$ cat src/rtl/arpslt_pkg.sv
// Shared types and constants for the ARP sender learning table.
// No dependencies; used by arp_sender_learning_table through scoped names.
`default_nettype none

package arpslt_pkg;

  // Result status codes
  localparam logic [3:0] ST_STORED    = 4'd0;
  localparam logic [3:0] ST_SHORT     = 4'd1;
  localparam logic [3:0] ST_NOT_ARP   = 4'd2;
  localparam logic [3:0] ST_BAD_OP    = 4'd3;
  localparam logic [3:0] ST_BAD_FMT   = 4'd4;
  localparam logic [3:0] ST_FULL      = 4'd5;
  localparam logic [3:0] ST_NETWORK   = 4'd6;
  localparam logic [3:0] ST_BROADCAST = 4'd7;
  localparam logic [3:0] ST_SELF      = 4'd8;
  localparam logic [3:0] ST_DUPLICATE = 4'd9;

  // Configuration register indexes
  localparam logic [1:0] CFG_OWN_ADDRESS = 2'd0;
  localparam logic [1:0] CFG_HOST_MASK   = 2'd1;
  localparam logic [1:0] CFG_TABLE_LIMIT = 2'd2;

  // Frame format constants
  localparam logic [15:0] ETHERTYPE_ARP = 16'h0806;
  localparam logic [15:0] ARP_OP_REQ    = 16'h0001;
  localparam logic [15:0] ARP_OP_REPLY  = 16'h0002;
  localparam logic [15:0] HW_ETHERNET   = 16'h0001;
  localparam logic [15:0] ADDR_LENGTHS  = 16'h0604;
  localparam logic [5:0]  POS_MAX       = 6'd63;
  // Last byte sits at this position or beyond for a frame of 42 bytes or more
  localparam logic [5:0]  POS_LAST_MIN  = 6'd41;

  // One stored neighbor
  typedef struct packed {
    logic [47:0] mac;
    logic [31:0] ip;
  } entry_t;

endpackage

`default_nettype wire

$ cat src/rtl/arp_sender_learning_table.sv
// Throughput: frame bytes are taken one per cycle while in S_RX. After the last byte
// the input stalls for a check state, a table scan (one memory read a cycle, cut
// short on a match; skipped when a check fails) and an emit state, which also
// waits for out_tready when a result is still pending.
// Reset (rst_n low, synchronous) clears control, counters and config; the table
// memory is not cleared, only entries below the count are ever read.
// ARP sender learning table, top level. Uses arpslt_pkg.
`default_nettype none

module arp_sender_learning_table #(
  parameter int TABLE_DEPTH = 32
) (
  input  wire         clk,
  input  wire         rst_n,
  // Frame byte stream
  input  wire         in_tvalid,
  output logic        in_tready,
  input  wire  [7:0]  in_tdata,   // [7:0] frame_byte
  input  wire         in_tlast,   // last_byte
  // Result stream
  output logic        out_tvalid,
  input  wire         out_tready,
  output logic [95:0] out_tdata,  // [3:0] status, [35:4] src_ip,
                                  // [83:36] src_mac, [89:84] entry_count
  // Configuration writes
  input  wire         cfg_valid,
  output logic        cfg_ready,
  input  wire  [1:0]  cfg_index,
  input  wire  [31:0] cfg_data
);

  localparam int CNT_W = $clog2(TABLE_DEPTH + 1);
  localparam int AW    = (TABLE_DEPTH > 1) ? $clog2(TABLE_DEPTH) : 1;
  localparam int EXT_W = (CNT_W > 6) ? CNT_W : 6;

  localparam logic [1:0] S_RX    = 2'd0;
  localparam logic [1:0] S_CHECK = 2'd1;
  localparam logic [1:0] S_SCAN  = 2'd2;
  localparam logic [1:0] S_EMIT  = 2'd3;

  logic [1:0]  state_r, state_nxt;

  // Configuration registers
  logic [31:0] own_r, mask_r;
  logic [5:0]  limit_r;

  // Frame capture
  logic [5:0]  pos_r;
  logic        short_r;
  logic [15:0] ether_r, hw_r, lens_r, op_r;
  logic [47:0] mac_r;
  logic [31:0] ip_r;

  // Table control
  logic [CNT_W-1:0] count_r, count_nxt;
  logic [CNT_W-1:0] ptr_r, ptr_nxt;
  logic             cmp_valid_r, cmp_valid_nxt;
  logic [3:0]       status_r, status_nxt;

  // Output register
  logic        out_valid_r, out_valid_nxt;
  logic [95:0] out_data_r;

  // Memory ports
  arpslt_pkg::entry_t mem [TABLE_DEPTH];
  arpslt_pkg::entry_t rd_data_r;
  logic               rd_en, wr_en;

  logic        in_xfer, emit, store, full, hit, reject;
  logic [3:0]  check_status;
  logic [EXT_W-1:0] count_ext;

  assign cfg_ready  = 1'b1;
  assign in_tready  = (state_r == S_RX);
  assign in_xfer    = in_tvalid && in_tready;
  assign out_tvalid = out_valid_r;
  assign out_tdata  = out_data_r;

  // Configuration writes; an index beyond the list is dropped
  always_ff @(posedge clk) begin
    if (!rst_n) begin
      own_r   <= 32'd0;
      mask_r  <= 32'd255;
      limit_r <= 6'd32;
    end else if (cfg_valid) begin
      unique case (cfg_index)
        arpslt_pkg::CFG_OWN_ADDRESS: own_r   <= cfg_data;
        arpslt_pkg::CFG_HOST_MASK:   mask_r  <= cfg_data;
        arpslt_pkg::CFG_TABLE_LIMIT: limit_r <= cfg_data[5:0];
        default: ;
      endcase
    end
  end

  // Byte position and header capture
  always_ff @(posedge clk) begin
    if (!rst_n) begin
      pos_r   <= 6'd0;
      short_r <= 1'b1;
      ether_r <= 16'd0;
      hw_r    <= 16'd0;
      lens_r  <= 16'd0;
      op_r    <= 16'd0;
      mac_r   <= 48'd0;
      ip_r    <= 32'd0;
    end else if (in_xfer) begin
      case (pos_r) inside
        6'd12, 6'd13:   ether_r <= {ether_r[7:0], in_tdata};
        6'd14, 6'd15:   hw_r    <= {hw_r[7:0], in_tdata};
        6'd18, 6'd19:   lens_r  <= {lens_r[7:0], in_tdata};
        6'd20, 6'd21:   op_r    <= {op_r[7:0], in_tdata};
        [6'd22:6'd27]:  mac_r   <= {mac_r[39:0], in_tdata};
        [6'd28:6'd31]:  ip_r    <= {ip_r[23:0], in_tdata};
        default: ;
      endcase
      if (in_tlast) begin
        pos_r   <= 6'd0;
        short_r <= (pos_r < arpslt_pkg::POS_LAST_MIN);
      end else if (pos_r != arpslt_pkg::POS_MAX) begin
        pos_r <= pos_r + 6'd1;
      end
    end
  end

  // Frame and sender checks, in priority order
  assign full = (EXT_W'(count_r) >= EXT_W'(limit_r)) ||
                (count_r >= CNT_W'(TABLE_DEPTH));

  always_comb begin
    if (short_r)
      check_status = arpslt_pkg::ST_SHORT;
    else if (ether_r != arpslt_pkg::ETHERTYPE_ARP)
      check_status = arpslt_pkg::ST_NOT_ARP;
    else if (op_r != arpslt_pkg::ARP_OP_REQ && op_r != arpslt_pkg::ARP_OP_REPLY)
      check_status = arpslt_pkg::ST_BAD_OP;
    else if (lens_r != arpslt_pkg::ADDR_LENGTHS || hw_r != arpslt_pkg::HW_ETHERNET)
      check_status = arpslt_pkg::ST_BAD_FMT;
    else if (full)
      check_status = arpslt_pkg::ST_FULL;
    else if ((ip_r & mask_r) == 32'd0)
      check_status = arpslt_pkg::ST_NETWORK;
    else if ((ip_r | mask_r) == 32'hffff_ffff)
      check_status = arpslt_pkg::ST_BROADCAST;
    else if (ip_r == own_r)
      check_status = arpslt_pkg::ST_SELF;
    else
      check_status = arpslt_pkg::ST_STORED;
  end

  // Scan compare: read data belongs to the address issued last cycle
  assign hit   = cmp_valid_r && (rd_data_r.ip == ip_r);
  assign rd_en = (state_r == S_SCAN) && (ptr_r < count_r) && !hit;
  assign emit  = (state_r == S_EMIT) && (!out_valid_r || out_tready);
  assign store = (status_r == arpslt_pkg::ST_STORED);
  assign wr_en = emit && store;

  // Sequencer
  always_comb begin
    state_nxt     = state_r;
    status_nxt    = status_r;
    ptr_nxt       = ptr_r;
    cmp_valid_nxt = 1'b0;
    count_nxt     = count_r;
    unique case (state_r)
      S_RX: begin
        if (in_xfer && in_tlast) state_nxt = S_CHECK;
      end
      S_CHECK: begin
        status_nxt = check_status;
        ptr_nxt    = '0;
        state_nxt  = (check_status == arpslt_pkg::ST_STORED) ? S_SCAN : S_EMIT;
      end
      S_SCAN: begin
        if (hit) begin
          status_nxt = arpslt_pkg::ST_DUPLICATE;
          state_nxt  = S_EMIT;
        end else if (rd_en) begin
          ptr_nxt       = ptr_r + CNT_W'(1);
          cmp_valid_nxt = 1'b1;
        end else begin
          // all filled entries compared without a match
          state_nxt = S_EMIT;
        end
      end
      S_EMIT: begin
        if (emit) begin
          state_nxt = S_RX;
          if (store) count_nxt = count_r + CNT_W'(1);
        end
      end
      default: state_nxt = S_RX;
    endcase
  end

  always_ff @(posedge clk) begin
    if (!rst_n) begin
      state_r     <= S_RX;
      status_r    <= arpslt_pkg::ST_STORED;
      ptr_r       <= '0;
      cmp_valid_r <= 1'b0;
      count_r     <= '0;
    end else begin
      state_r     <= state_nxt;
      status_r    <= status_nxt;
      ptr_r       <= ptr_nxt;
      cmp_valid_r <= cmp_valid_nxt;
      count_r     <= count_nxt;
    end
  end

  // Table memory: one write port, one registered read port
  always_ff @(posedge clk) begin
    if (wr_en) mem[count_r[AW-1:0]] <= '{mac: mac_r, ip: ip_r};
    if (rd_en) rd_data_r <= mem[ptr_r[AW-1:0]];
  end

  // Result register
  assign reject = (status_r == arpslt_pkg::ST_SHORT)   ||
                  (status_r == arpslt_pkg::ST_NOT_ARP) ||
                  (status_r == arpslt_pkg::ST_BAD_OP)  ||
                  (status_r == arpslt_pkg::ST_BAD_FMT);
  assign count_ext = EXT_W'(count_nxt);

  always_comb begin
    out_valid_nxt = out_valid_r;
    if (out_valid_r && out_tready) out_valid_nxt = 1'b0;
    if (emit) out_valid_nxt = 1'b1;
  end

  always_ff @(posedge clk) begin
    if (!rst_n) out_valid_r <= 1'b0;
    else        out_valid_r <= out_valid_nxt;
  end

  always_ff @(posedge clk) begin
    if (emit) begin
      out_data_r <= {6'd0, count_ext[5:0],
                     reject ? 48'd0 : mac_r,
                     reject ? 32'd0 : ip_r,
                     status_r};
    end
  end

  // Table count never passes the depth
  a_count_bound: assert property (@(posedge clk) disable iff (!rst_n)
    count_r <= CNT_W'(TABLE_DEPTH))
    else $error("table count beyond depth");

  // Count moves only by one, and only when a stored result goes out
  a_count_step: assert property (@(posedge clk) disable iff (!rst_n)
    wr_en |=> count_r == $past(count_r) + CNT_W'(1))
    else $error("table count did not advance on store");

  a_count_hold: assert property (@(posedge clk) disable iff (!rst_n)
    !wr_en |=> $stable(count_r))
    else $error("table count changed without store");

  // Scan reads stay within filled entries
  a_scan_range: assert property (@(posedge clk) disable iff (!rst_n)
    rd_en |-> ptr_r < count_r)
    else $error("scan read past filled entries");

  // A pending result is never overwritten by a new one
  a_no_overrun: assert property (@(posedge clk) disable iff (!rst_n)
    (out_valid_r && !out_tready) |-> !emit)
    else $error("result overwritten while stalled");

endmodule

`default_nettype wire

$ cat config.mk
export PLATFORM = sky130hd
export DESIGN_NAME = arp_sender_learning_table
export DESIGN_NICKNAME = d
export VERILOG_FILES = /design/src/rtl/arpslt_pkg.sv /design/src/rtl/arp_sender_learning_table.sv
export SDC_FILE = /design/constraint.sdc
export NUM_CORES = 2
export LEC_CHECK = 0
export BUFFER_PORTS_ARGS = -buffer_cell sky130_fd_sc_hd__buf_2
export CORE_MARGIN = 4
export CORE_UTILIZATION = 45
export DETAILED_ROUTE_END_ITERATION = 12
export MAX_ROUTING_LAYER = met4
export PLACE_DENSITY = 0.64
export SLEW_MARGIN = 0
export SYNTH_ARGS = -nofsm -noshare
export SYNTH_HDL_FRONTEND = slang
export SYNTH_SLANG_ARGS = --single-unit
$ cat constraint.sdc
create_clock -name clk -period 9.29 [get_ports clk]
set_input_delay 1.858 -clock clk [delete_from_list [all_inputs] [get_ports clk]]
set_output_delay 1.858 -clock clk [all_outputs]
set_load 0.01 [all_outputs]
==> flow_metrics.py <==
metrics = {
    "status": {
        "status": "complete, no violations",
    },
    "flow_run": {
        "maxCapViolCount": 0,
    },
    "yosys": {
        "syn_inst": 2991,
        "muxShareOfSynthArea_pct": 15.2,
        "synth.top_cell.area_share_pct": 64.3,
        "synth_area_um2": 53500,
        "ys_seq_area_share_pct": 73.4,
        "synthFlopType": "edfxtp_1",
        "ys_types": 58,
        "syn_area_per_cell_um2": 17.9,
        "synth_largest_area_cell": "edfxtp_1",
        "synth-simple-area-share_pct": 5.62,
        "synthAdderAreaFrac_pct": 0.585,
        "synth_edf_count": 1146,
        "yosys_warnings": 0,
        "synth-compound-area-share_pct": 2.36,
        "synth_top_family_by_area": "multiplexers",
        "async_flop_share_pct": 0,
        "synth_xor_area_share_pct": 1.23,
        "synth-seq-cells": 1387,
        "synth_top_cells_by_area": "edfxtp_1 64%, mux4_2 13%, dfxtp_1 9.0%, nand2_1 2.4%, a21oi_1 1.5%",
    },
    "timing": {
        "final_hold_viol_count": 0,
        "maxSlewViolCount": 0,
        "worst_pin_slew_ns": 1.28,
        "rsz0062_at_grt": "false",
        "min_period_ns": 4.69,
        "setup_tns_ns": 0,
        "finalClockSkew_ns": 0.0298,
        "fmax_ghz": 0.213,
        "relSlewSlack_pct": 14.2,
        "setup_violations": 0,
        "fin_crit_sh_pct": 50.5,
    },
    "cts": {
        "cts-hold-fix-buffers": 0,
        "insertion_delay_ns": 0.74,
        "htree_levels": 4,
        "clockBufferDepth": 3,
        "cts_resized": 0,
        "cts.sinks": 1387,
        "cts_tree": "yes",
        "post_cts_buffers": 0,
        "cts_buffers": 142,
        "cts_root_buffer": "clkbuf_16",
        "clkTransAtPathRegs_ns": 0.06,
    },
    "route": {
        "wl_um": 130000,
        "drt-vias-per-instance": 5.79,
        "drc_errors": 0,
        "wire_per_inst_um": 27.1,
        "num_vias": 27800,
        "dr.pass1.iters": 6,
        "drt_iter0_markers": 3009,
        "ant_nets": 0,
    },
    "power_and_ir_drop": {
        "leakage_nw": 19.3,
        "pwr_density_cell_nw_per_um2": 211,
        "ir_drop_mv": 0.142,
    },
    "place": {
        "dp.cells": 4537,
        "dp_hpwl_um": 77000,
        "buffer_ports.inserted": 139,
        "place.gp.congestion": 0.845,
    },
    "die": {
        "io_pins": 147,
        "initial_utilization_pct": 45.3,
        "design.core.area_um2": 118000,
        "die-area_um2": 124000,
        "row_count": 126,
        "dieWidth_um": 353,
        "die_y_um": 353,
    },
    "finish": {
        "layout_commonest_cell": "edfxtp_1",
        "drive_above_1_share_pct": 25.1,
        "final_nets": 3218,
        "final_cell_mix": "1146 x edfxtp_1, 344 x nand2_1, 320 x mux4_2, 228 x dfxtp_1, 163 x a21oi_1",
        "fin_cells": 4804,
        "synthToLayoutAreaGrowth_pct": 13.7,
    },
    "grt": {
        "track_usage_pct": 21.5,
        "antenna_found_initial": 7,
        "grt_max_degree": 112,
        "grt_pass1_wl_um": 192000,
        "grt_pass1_vias": 28000,
        "grt.overflow.total": 0,
    },
    "worst_setup_path": {
        "path_class": "primary input to register",
        "r2r_cells": 5,
        "cp.required_ns": 9.63,
        "r2r_slack_ns": 5.23,
        "arrival_ns": 5.03,
        "startpoint_type": "primary input",
        "end_kind": "register",
        "path_max_fanout": 32,
    },
    "hold_path": {
        "whs_path_depth": 2,
        "hold_path.class": "register to register",
    },
}
## routing by layer
metal / vias to the layer above / global-route usage [%] / routed length [um]
li1: 11900 / - / -
met1: 14500 / 28.2 / 52400
met2: 1127 / 34.6 / 64400
met3: 222 / 4.09 / 9710
met4: 0 / 6.34 / 3730
met5: - / - / 0
## stage by stage
step	cell area [um^2]	utilization, %	hold WS (ns)	power (W)	setup WS, ns
3_3_place_gp	56100	47.5	0.437	0.00722	3.97
4_1_cts	60800	51.5	0.459	0.0129	4.58
6_report	60800	51.5	0.458	0.0128	4.60
2_1_floorplan	53500	-	0.431	0.00709	0.458
5_1_grt	60800	51.5	0.480	0.0132	4.45
3_5_place_dp	56100	47.5	0.444	0.00723	3.80
## cells by family (layout without fill, tap and decap cells)
group,count (synthesis),in the layout
flip-flops,1387,1387
AND/OR/NAND/NOR,659,659
multiplexers,406,406
AO/OA/AOI/OAI,225,225
buffers and inverters,212,477
XOR/XNOR,75,75
adder cells (fa/ha/maj),25,25
other,2,14
## cells in the mapped netlist, types with 3 or more instances
cell type / count
mux2_2: 32
xor2_1: 18
and2_1: 6
o22ai_1: 17
xnor2_1: 57
a211oi_1: 3
nand2b_1: 4
a22oi_1: 16
nand2_1: 344
buf_1: 16
nor4_1: 21
buf_4: 9
mux2i_1: 54
and3_1: 5
nor2_1: 114
ha_1: 25
buf_6: 4
mux4_2: 320
nand3_1: 24
or3_1: 4
or4_1: 3
a21o_1: 4
o21ai_0: 9
inv_1: 20
clkbuf_1: 133
dfxtp_1: 241
a21oi_1: 164
nor3_1: 9
edfxtp_1: 1146
nand4_1: 23
nor4b_1: 3
buf_2: 29
nor2b_1: 84
## worst paths after layout
check,start,end
setup reg to reg,state_r[0]$_SDFFE_PN0P_,mem[23][7]$_DFFE_PP_
hold / removal,mac_r[45]$_SDFFE_PN0P_,mac_r[45]$_SDFFE_PN0P_
setup / recovery,out_tready,mem[23][7]$_DFFE_PP_
hold reg to reg,mac_r[45]$_SDFFE_PN0P_,mac_r[45]$_SDFFE_PN0P_
## sequential cells by signal (all words and copies together), names as in the netlist, 16 cells and up
signal,flops
mask_r,32
hw_r,16
own_r,32
mac_r,48
ip_r,32
ether_r,16
lens_r,16
op_r,16
out_tdata,90
mem,1024
rd_data_r,32
## power breakdown
part / internal [W] / total, W / switching (W)
clock: 0.00338 / 0.00574 / 0.00236
sequential: 0.00670 / 0.00674 / 0.0000327
combinational: 0.000112 / 0.000362 / 0.000249
## critical path, cell delays in order
cell and delay (ns):
buf_2 0.11, nor2b_1 0.11, nor2b_4 0.52, and3_1 0.49, nand2_1 0.70, nor2_4 1.18
## area by class of cell
class	instances	area, um^2
clock inverter	78	875
sequential	1387	39300
fill	9119	57300
timing repair buffer	196	1140
antenna	7	17.5
inverter	21	83.8
tap	1536	1920
multi-input combinational	1397	13700
clock buffer	182	3840
Power figures use the tool's default switching activity.
